[src/hdl/short_press_double_click_classifier_macros.svh]
// Assertion macros for the short-press / double-click classifier.
// Included by the RTL files that carry concurrent assertions; no other dependencies.
`ifndef SHORT_PRESS_DOUBLE_CLICK_CLASSIFIER_MACROS_SVH
`define SHORT_PRESS_DOUBLE_CLICK_CLASSIFIER_MACROS_SVH

`ifndef SYNTH
// Implication property checked on the rising clock edge, disabled while in reset.
`define SPDC_ASSERT(label, clk, rstn, prop) \
  label: assert property (@(posedge clk) disable iff (!rstn) (prop)) \
    else $error("spdc assertion failed");
// Condition that must never be seen on a rising clock edge outside reset.
`define SPDC_ASSERT_NEVER(label, clk, rstn, cond) \
  label: assert property (@(posedge clk) disable iff (!rstn) !(cond)) \
    else $error("spdc forbidden condition seen");
`else
`define SPDC_ASSERT(label, clk, rstn, prop)
`define SPDC_ASSERT_NEVER(label, clk, rstn, cond)
`endif

`endif

[src/hdl/spdc_pkg.sv]
// Shared types and constants of the short-press / double-click classifier.
// No dependencies; imported by every module of the block.
package spdc_pkg;

  localparam int unsigned CfgWidth      = 16;
  localparam int unsigned CfgIndexWidth = 1;
  localparam int unsigned ItemWidth     = 4;
  localparam int unsigned ResultWidth   = 3;
  localparam int unsigned InDataWidth   = 8;
  localparam int unsigned OutDataWidth  = 8;

  localparam logic [CfgWidth-1:0] DebounceReset    = 16'd10;
  localparam logic [CfgWidth-1:0] DoubleClickReset = 16'd500;

  typedef enum logic [CfgIndexWidth-1:0] {
    REG_DEBOUNCE     = 1'b0,
    REG_DOUBLE_CLICK = 1'b1
  } reg_index_e;

  typedef enum logic {
    OP_TICK  = 1'b0,
    OP_EVENT = 1'b1
  } op_e;

  typedef enum logic [1:0] {
    CLICK_NONE   = 2'd0,
    CLICK_SINGLE = 2'd1,
    CLICK_DOUBLE = 2'd2
  } click_e;

  // Packed with the first field in the highest bit.
  typedef struct packed {
    logic short_flag;
    logic release_flag;
    logic press_flag;
    op_e  operation;
  } item_t;

  typedef struct packed {
    logic   key_held;
    click_e click_event;
  } result_t;

  // Configuration write request from the top level to the core.
  typedef struct packed {
    logic                     we;
    reg_index_e               index;
    logic [CfgWidth-1:0]      data;
  } cfg_wr_t;

endpackage

[src/hdl/spdc_pipe_reg.sv]
// Single pipeline register stage with valid/ready flow control.
// Depends on spdc_pkg only for the common import convention.
module spdc_pipe_reg
  import spdc_pkg::*;
#(
  parameter int unsigned Width = 4
) (
  input  logic             clk_i,
  input  logic             rst_ni,
  input  logic             in_valid_i,
  output logic             in_ready_o,
  input  logic [Width-1:0] in_data_i,
  output logic             out_valid_o,
  input  logic             out_ready_i,
  output logic [Width-1:0] out_data_o
);

  logic             valid_q, valid_d;
  logic [Width-1:0] data_q;
  logic             load;

  // The stage refills in the same cycle as its content is taken.
  assign in_ready_o = !valid_q || out_ready_i;
  assign load       = in_valid_i && in_ready_o;

  always_comb begin
    valid_d = valid_q;
    if (load) begin
      valid_d = 1'b1;
    end else if (out_ready_i) begin
      valid_d = 1'b0;
    end
  end

  always_ff @(posedge clk_i or negedge rst_ni) begin
    if (!rst_ni) begin
      valid_q <= 1'b0;
    end else begin
      valid_q <= valid_d;
    end
  end

  always_ff @(posedge clk_i) begin
    if (load) begin
      data_q <= in_data_i;
    end
  end

  assign out_valid_o = valid_q;
  assign out_data_o  = data_q;

endmodule

[src/hdl/spdc_core.sv]
// Classifier state, configuration registers and the single-pass update logic.
// Depends on spdc_pkg and the assertion macro header.
`include "short_press_double_click_classifier_macros.svh"

module spdc_core
  import spdc_pkg::*;
#(
  parameter int unsigned TickCountWidth = 16
) (
  input  logic    clk_i,
  input  logic    rst_ni,
  input  cfg_wr_t cfg_i,
  input  logic    en_i,
  input  item_t   item_i,
  output result_t result_o
);

  // Counters and registers are compared at the wider of the two widths.
  localparam int unsigned CmpWidth =
    (TickCountWidth > CfgWidth) ? TickCountWidth : CfgWidth;
  localparam logic [TickCountWidth-1:0] CntMax = {TickCountWidth{1'b1}};

  logic [CfgWidth-1:0]       debounce_q, double_click_q;
  logic [TickCountWidth-1:0] since_last_q, since_last_d;
  logic [TickCountWidth-1:0] since_first_q, since_first_d;
  logic                      pending_q, pending_d;
  logic                      held_q, held_d;

  logic [TickCountWidth-1:0] since_last_inc, since_first_inc;
  logic                      debounced;
  logic                      window_open;
  logic                      window_expired;
  click_e                    click;

  assign since_last_inc  = (since_last_q == CntMax) ? CntMax : since_last_q + 1'b1;
  assign since_first_inc = (since_first_q == CntMax) ? CntMax : since_first_q + 1'b1;

  assign debounced = CmpWidth'(since_last_q) < CmpWidth'(debounce_q);
  // Window test on the current count, as seen by a key event.
  assign window_open = CmpWidth'(since_first_q) < CmpWidth'(double_click_q);
  // Expiry test on the advanced count, as seen by a tick.
  assign window_expired = CmpWidth'(since_first_inc) >= CmpWidth'(double_click_q);

  always_comb begin
    since_last_d  = since_last_q;
    since_first_d = since_first_q;
    pending_d     = pending_q;
    held_d        = held_q;
    click         = CLICK_NONE;
    unique case (item_i.operation)
      OP_TICK: begin
        since_last_d  = since_last_inc;
        since_first_d = since_first_inc;
        if (pending_q && window_expired) begin
          click         = CLICK_SINGLE;
          pending_d     = 1'b0;
          since_first_d = '0;
        end
      end
      OP_EVENT: begin
        since_last_d = '0;
        if (!debounced) begin
          // Release is applied after press, so both together end released.
          if (item_i.press_flag) begin
            held_d = 1'b1;
          end
          if (item_i.release_flag) begin
            held_d = 1'b0;
          end
          if (item_i.short_flag) begin
            since_first_d = '0;
            if (!pending_q) begin
              pending_d = 1'b1;
            end else if (window_open) begin
              click     = CLICK_DOUBLE;
              pending_d = 1'b0;
            end else begin
              click = CLICK_SINGLE;
            end
          end
        end
      end
      default: begin
        since_last_d = since_last_q;
      end
    endcase
  end

  assign result_o.click_event = click;
  assign result_o.key_held    = held_d;

  always_ff @(posedge clk_i or negedge rst_ni) begin
    if (!rst_ni) begin
      since_last_q  <= CntMax;
      since_first_q <= '0;
      pending_q     <= 1'b0;
      held_q        <= 1'b0;
    end else if (en_i) begin
      since_last_q  <= since_last_d;
      since_first_q <= since_first_d;
      pending_q     <= pending_d;
      held_q        <= held_d;
    end
  end

  always_ff @(posedge clk_i or negedge rst_ni) begin
    if (!rst_ni) begin
      debounce_q     <= DebounceReset;
      double_click_q <= DoubleClickReset;
    end else if (cfg_i.we) begin
      unique case (cfg_i.index)
        REG_DEBOUNCE:     debounce_q     <= cfg_i.data;
        REG_DOUBLE_CLICK: double_click_q <= cfg_i.data;
        default:          debounce_q     <= debounce_q;
      endcase
    end
  end

  `SPDC_ASSERT(a_double_needs_window, clk_i, rst_ni,
               en_i && (click == CLICK_DOUBLE) |-> pending_q)
  `SPDC_ASSERT(a_double_closes_window, clk_i, rst_ni,
               en_i && (click == CLICK_DOUBLE) |=> !pending_q && (since_first_q == '0))
  `SPDC_ASSERT(a_state_holds_when_idle, clk_i, rst_ni,
               !en_i |=> $stable(since_last_q) && $stable(pending_q) && $stable(held_q))
  `SPDC_ASSERT(a_tick_advances, clk_i, rst_ni,
               en_i && (item_i.operation == OP_TICK) && (since_last_q != CntMax)
               |=> since_last_q == $past(since_last_q) + 1'b1)
  `SPDC_ASSERT_NEVER(a_ignored_event_clicks, clk_i, rst_ni,
                     en_i && (item_i.operation == OP_EVENT) && debounced &&
                     (click != CLICK_NONE))

endmodule

[src/hdl/short_press_double_click_classifier.sv]
// Top level of the short-press / double-click classifier: input stage, core, output stage.
// Depends on spdc_pkg, spdc_pipe_reg and spdc_core.
//
//   channel   direction  width       contents
//   s_axis    in         8 + 1 user  key flags, tick or event kind in tuser
//   m_axis    out        8           click classification and held level
//   cfg       in         16          debounce and double-click window registers
//
// One transaction is accepted per cycle while m_axis is not stalled; each produces exactly one result.
// Each transaction passes through the input register, then the single-pass update into the
// output register.
// Reset clears the stage valid bits and the classifier state; registers return to
// a debounce of 10 ticks and a window of 500 ticks.
// A stalled output stage holds its result while the input stage can still take one
// more transaction.
module short_press_double_click_classifier
  import spdc_pkg::*;
#(
  parameter int unsigned TICK_COUNT_WIDTH = 16
) (
  input  logic                     clk_i,
  input  logic                     rst_ni,
  input  logic                     s_axis_tvalid,
  output logic                     s_axis_tready,
  // [0] press_flag, [1] release_flag, [2] short_flag, [7:3] zero
  input  logic [InDataWidth-1:0]   s_axis_tdata,
  // [0] operation
  input  logic                     s_axis_tuser,
  output logic                     m_axis_tvalid,
  input  logic                     m_axis_tready,
  // [1:0] click_event, [2] key_held, [7:3] zero
  output logic [OutDataWidth-1:0]  m_axis_tdata,
  input  logic                     cfg_we_i,
  input  logic [CfgIndexWidth-1:0] cfg_index_i,
  input  logic [CfgWidth-1:0]      cfg_data_i
);

  logic                 item_valid;
  logic                 item_ready;
  logic [ItemWidth-1:0] in_item;
  item_t                item;
  result_t              result;
  result_t              result_q;
  cfg_wr_t              cfg_wr;

  assign cfg_wr.we    = cfg_we_i;
  assign cfg_wr.index = reg_index_e'(cfg_index_i);
  assign cfg_wr.data  = cfg_data_i;

  // The operation sits in the lowest bit of the stored item, the flags above it.
  assign in_item = {s_axis_tdata[ItemWidth-2:0], s_axis_tuser};

  spdc_pipe_reg #(
    .Width(ItemWidth)
  ) u_in_stage (
    .clk_i      (clk_i),
    .rst_ni     (rst_ni),
    .in_valid_i (s_axis_tvalid),
    .in_ready_o (s_axis_tready),
    .in_data_i  (in_item),
    .out_valid_o(item_valid),
    .out_ready_i(item_ready),
    .out_data_o (item)
  );

  spdc_core #(
    .TickCountWidth(TICK_COUNT_WIDTH)
  ) u_core (
    .clk_i   (clk_i),
    .rst_ni  (rst_ni),
    .cfg_i   (cfg_wr),
    .en_i    (item_valid && item_ready),
    .item_i  (item),
    .result_o(result)
  );

  spdc_pipe_reg #(
    .Width(ResultWidth)
  ) u_out_stage (
    .clk_i      (clk_i),
    .rst_ni     (rst_ni),
    .in_valid_i (item_valid),
    .in_ready_o (item_ready),
    .in_data_i  (result),
    .out_valid_o(m_axis_tvalid),
    .out_ready_i(m_axis_tready),
    .out_data_o (result_q)
  );

  assign m_axis_tdata = {{(OutDataWidth-ResultWidth){1'b0}}, result_q};

endmodule
[config.mk]
export PLATFORM = sky130hd
export DESIGN_NAME = short_press_double_click_classifier
export DESIGN_NICKNAME = d
export VERILOG_FILES = /design/src/hdl/spdc_pkg.sv /design/src/hdl/spdc_pipe_reg.sv /design/src/hdl/spdc_core.sv /design/src/hdl/short_press_double_click_classifier.sv
export VERILOG_INCLUDE_DIRS = /design/src /design/src/hdl
export SDC_FILE = /design/constraint.sdc
export NUM_CORES = 1
export LEC_CHECK = 0
export ABC_CLOCK_PERIOD_IN_PS = 3600
export CELL_PAD_IN_SITES_DETAIL_PLACEMENT = 1
export CELL_PAD_IN_SITES_GLOBAL_PLACEMENT = 1
export CORE_MARGIN = 8
export CORE_UTILIZATION = 45
export DETAILED_ROUTE_END_ITERATION = 10
export DONT_BUFFER_PORTS = 1
export PLACE_DENSITY = 0.73
export SLEW_MARGIN = 20
export SYNTH_ARGS = -nofsm -noshare
export SYNTH_HDL_FRONTEND = slang
export SYNTH_HIERARCHICAL = 1
export SYNTH_SLANG_ARGS = --single-unit
[constraint.sdc]
create_clock -name clk_i -period 3.6 [get_ports clk_i]
set_input_delay 0.54 -clock clk_i [delete_from_list [all_inputs] [get_ports clk_i]]
set_output_delay 0.54 -clock clk_i [all_outputs]
set_load 0.03 [all_outputs]
Word level (Yosys, flattened, before mapping)

Index checks and enable logic that the tools add are counted.
W data, S select, Z words.

Muxes and demuxes: 27
Bitwise logic cells: 2
$add $sub $neg: 2
$lt $le $gt $ge: 3
Reductions and logical operators: 13
Equal/unequal tests: 5

Operators with widths:

| operator                | count |
|---|---|
| $mux W16                | 5 |
| $pmux W16 S2            | 2 |
| $add A16 B1 Y16 const B | 2 |
| $eq A16 B16 Y1 const B  | 2 |
| $lt A16 B16 Y1          | 2 |
| $ge A16 B16 Y1          | 1 |
| $mux W1                 | 14 |
| $mux W2                 | 4 |
| $ne A2 B1 Y1 const B    | 2 |
| $pmux W2 S2             | 1 |
| $reduce_and A2 Y1       | 2 |
| $reduce_and A4 Y1       | 1 |
| $reduce_bool A2 Y1      | 2 |
| $logic_and A1 B1 Y1     | 3 |
| $reduce_and A3 Y1       | 1 |
| $logic_not A1 Y1        | 2 |
| $logic_or A1 B1 Y1      | 2 |
| $ne A2 B2 Y1 const B    | 1 |
| $not A1 Y1              | 2 |
| $pmux W1 S2             | 1 |

Bits in registers: 75
Logic and storage cells: 62

Longest topological paths before layout

Word-level depth: 6
Gate-level depth with buffers: 15
Mapped depth without buffers: 13

Hierarchy

Netlist, hierarchy kept.

By module, submodules not included:

| module                              | cells each | instances | area an instance (sq um) |
|---|---|---|---|
| spdc_core                           | 494        | 1         | 4555.6 |
| spdc_pipe_reg (u_in_stage)          | 8          | 1         | 173.9 |
| spdc_pipe_reg (u_out_stage)         | 7          | 1         | 143.9 |
| short_press_double_click_classifier | 7          | 1         | 47.5 |

Worst setup path after synthesis

No wires, ideal clock.

Path kind: reg2reg
Start: register u_core.since_first_q[0]
End: register u_core.since_first_q[15]
Setup time: 0.066 ns
Slack: 0.135 ns
Arrival time: 3.399 ns
Clock period less this slack: 3.465 ns
Required time: 3.534 ns
Stages on the path, launching flop included: 15
Cells stage by stage: dfrtp_1 ha_1 and3_1 nand2_2 nor4_4 clkbuf_1 or3b_2 ha_1 a21oi_1 o21ai_0 a211o_1 a311o_1 buf_6 a2111oi_2 a221o_1

Cells in the longest elaborated chain, start to end: 6

RTL lines:

| element                                           | RTL line         | source |
|---|---|---|
| from (decl)                                       | spdc_core.sv:25  | `logic [TickCountWidth-1:0] since_first_q, since_first_d;` |
| from (signal assigned)                            | spdc_core.sv:100 | `since_first_q <= since_first_d;` |
| $add A16 B1 Y16 or $eq A16 B16 Y1 (tied branches) | spdc_core.sv:36  | `assign since_first_inc = (since_first_q == CntMax) ? CntMax : since_first_q + 1'b1;` |
| $mux W16 *                                        | spdc_core.sv:36  |  |
| $ge A16 B16 Y1                                    | spdc_core.sv:42  | `assign window_expired = CmpWidth'(since_first_inc) >= CmpWidth'(double_click_q);` |
| $logic_and A1 B1 Y1                               | spdc_core.sv:54  | `if (pending_q && window_expired) begin` |
| $mux W16 *                                        | spdc_core.sv:54  |  |
| $pmux W16 S2 *                                    | spdc_core.sv:50  | `unique case (item_i.operation)` |

Mark *: on every way between the ends. The rest lies on a longest branch, timed or not.
A chain may end at the register's enable or synchronous reset.

Worst setup path after layout

Start: register u_core.since_first_q[1]
End: register u_core.since_first_q[2]

The elaborated chain is that of the path after synthesis.

==> impl_results.md <==
- IO Pins: 41
- Worst-path fanout max: 6
- CP required: 3.91 ns
- RSZ-0062 raised after global routing: yes
- Status: complete, but fails checks
- DIE WIDTH: 121 um
- Number of cell rows: 38
- Fillcell total: 1240
- Core box area: 10700 um^2
- Min cycle time layout: 3.62 ns
- Worst Setup Slack, final: -0.0245 ns
- Post-synth top area share: 0.224
- Seq/Total Area, Yosys: 0.395
- Placed instance count: 661
- # setup viols final: 3
- H-tree depth: 3
- Failing checks: setup timing
- Number of remaining DRC errors: 0
- Origin of the critical flop-to-flop path: u_core/since_first_q[1]
- Maximum vdd drop: 0.225 mV
- Setup_tns: -0.0480 ns
- Overflow after GRT: 0
- Area after DPL: 5170 um^2
- Mapped cell area: 4920 um^2
- Clock Sinks: 75
- CTS tree: built
- DRC marker count from the first detailed-route iteration: 177
- First-pass GRT wire length: 21200 um
- CP endpoint kind: flop
- Leading cell types in the layout, fill and taps excluded: nand2_1 (55), ha_1 (47), a21oi_1 (45)
- Initial Util: 0.458
- Layout cells sized above 1: 0.238
- Worst setup SP type: flop
- Final Hold Vio Count: 0
- Design Area, Final: 5570 um^2
- CTS Buffer Depth: 2
- Final design utilization: 0.518
- Initial antenna violation count: 0
- Drt total wl: 13100 um
- Final #Nets: 617
- Yosys top cell by area: dfrtp_1
- Max cap viols: 0
- Total track usage: 0.181
- Layout Cells excl Fill: 683
- Asr flop ratio synth: 0.907
- Overall die area: 14500 um^2
- Die Span Y: 121 um
- Synth area leaders: dfrtp_1 (22%), dfstp_2 (13%), ha_1 (12%)
- Post-synth EDFFs: 7
- Largest net degree at the start of global routing: 66
- IO buf count: 0
- WP data arrival: 3.93 ns
- Routed len/inst: 19.1 um
- Clock latency at the later pin of the worst-skew pair: 0.37 ns
- P_leak: 2.63 nW
- Fmax: 276 MHz
- DR pass1 iterations: 4
- Setup Skew: 0.00970 ns
- Synth Flop Type: dfrtp_1
- Worst Tran Pin Value: 1.11 ns
- Layout Area Growth over Synthesis: 13.1%
- HP Class: in2async
- CTS root buffer: clkbuf_8
- Max-slew headroom: 0.261
- Clock transition at path regs: 0.09 ns
- Number of global-route vias before repair: 4312
- Vias post-DR: 4006
- Synth cell types: 60
- Vias per std cell: 5.87
- Synthesized flop and latch total: 75
- Detail Route Antenna Nets: 0
- Antenna diode count: 0
- Power per cell area: 415 nW/um^2
- Post-synthesis area per instance: 9.54 um^2
- Dpl hpwl: 9390 um
- Flop2flop setup slack: -0.02 ns
- Inserted Clock Buffers: 9
- Fin. max-slew vios: 0
- Gate Count Post-Synth: 516
- Leading cell type in the layout, fill and taps excluded: nand2_1
- Final Cycle Share: 1.01
- Place WS: -0.117 ns
- CP Launch Point: u_core/since_first_q[1]
- Crit Path Class: reg2reg
- YS warnings: 6
- Gp weighted congestion: 0.802
[what timing repair did]
item                       in CTS  in global routing
pin swaps                       2                  9
gates cloned                    0                  1
hold buffers                    2                  0
setup buffers                   0                  3
gates resized for setup         3                 19
setup endpoints to repair      18                 18
hold endpoints to repair       65                  0
[sequential cells by signal (all words and copies together) (netlist names)]
name                     flops
u_core/since_last_q         16
u_core/since_first_q        16
u_out_stage/out_valid_o      1
u_core/pending_q             1
u_in_stage/out_data_o        4
u_out_stage/out_data_o       3
u_in_stage/out_valid_o       1
u_core/double_click_q       16
u_core/debounce_q           16
u_core/held_q                1
[routing by layer]
layer  vias to the layer above  part of all wire  routed length [um]  GRT usage
li1                       1915                 -                   -          -
met1                      2015              0.45                5840      0.221
met2                        53              0.50                6590      0.307
met3                        23             0.020                 261     0.0242
met4                         0             0.029                 380     0.0906
met5                         -                 0                   0          0
[through the flow]
stage	power, mW	hold slack, ns
3_3_place_gp	1.55	0.249
3_5_place_dp	1.59	0.248
6_report	2.31	0.0265
5_1_grt	2.44	0.0492
4_1_cts	2.30	0.0469
2_1_floorplan	1.42	0.244
[power by group]
part           switching, mW  total [mW]  internal [mW]
logic                  0.315       0.581          0.266
clock network          0.358       0.682          0.324
registers             0.0812        1.05          0.964
[worst max-delay path: stages, from the launching register on]
cell,delay (ns)
dfrtp_1,0.41
ha_4,0.19
nand3_4,0.09
nor4_4,0.30
buf_4,0.16
nand4_1,0.14
nand2_1,0.14
inv_1,0.05
ha_1,0.27
nand2b_4,0.13
a211o_1,0.29
a211o_1,0.29
a311o_2,0.49
buf_6,0.19
a221oi_2,0.29
a21o_1,0.12
[Yosys cell counts, types with 4 or more instances]
master and n:
a21o_1 13, a21oi_1 45, a221oi_1 5, a221oi_2 6
a31oi_1 4, and3_1 11, buf_4 7, clkbuf_1 15
dfrtp_1 44, dfstp_2 24, edfxtp_1 7, ha_1 48
inv_1 39, mux2_2 20, nand2_1 55, nand2b_1 7
nand3_1 30, nand4_1 11, nor2_1 23, nor2b_1 4
nor3_1 8, o21ai_0 26, or3b_2 8
[cell families after synthesis]
| kind of cell | count (synthesis) | share of synthesized area |
|---|---|---|
| flops | 75 | 0.395 |
| fa+ha+maj | 48 | 0.122 |
| buf+inv | 65 | 0.0600 |
| simple gates | 172 | 0.183 |
| other cells | 1 | 0.000762 |
| xor+xnor | 2 | 0.00356 |
| mux | 20 | 0.0458 |
| compound gates | 133 | 0.190 |
[final timing paths]
kind | end | cells after the start
min in group clk_i | u_in_stage/out_data_o[0] | 0
max in group asynchronous | u_core/debounce_q[1] | 1
max reg2reg | u_core/since_first_q[2] | 15
max | u_core/since_first_q[2] | 15
min reg2reg | u_core/held_q | 1
min | u_core/debounce_q[5] | 1
[area by class of cell]
class	instances	area, um^2	area share
Clock buffer	9	124	0.0223
Clock inverter	7	75.1	0.0135
Inverter	39	146	0.0263
Multi-Input combinational cell	380	2800	0.503
Sequential cell	75	1940	0.349
Tap cell	140	175	0.0315
Timing Repair Buffer	33	304	0.0546
Power figures use the tool's default switching activity.
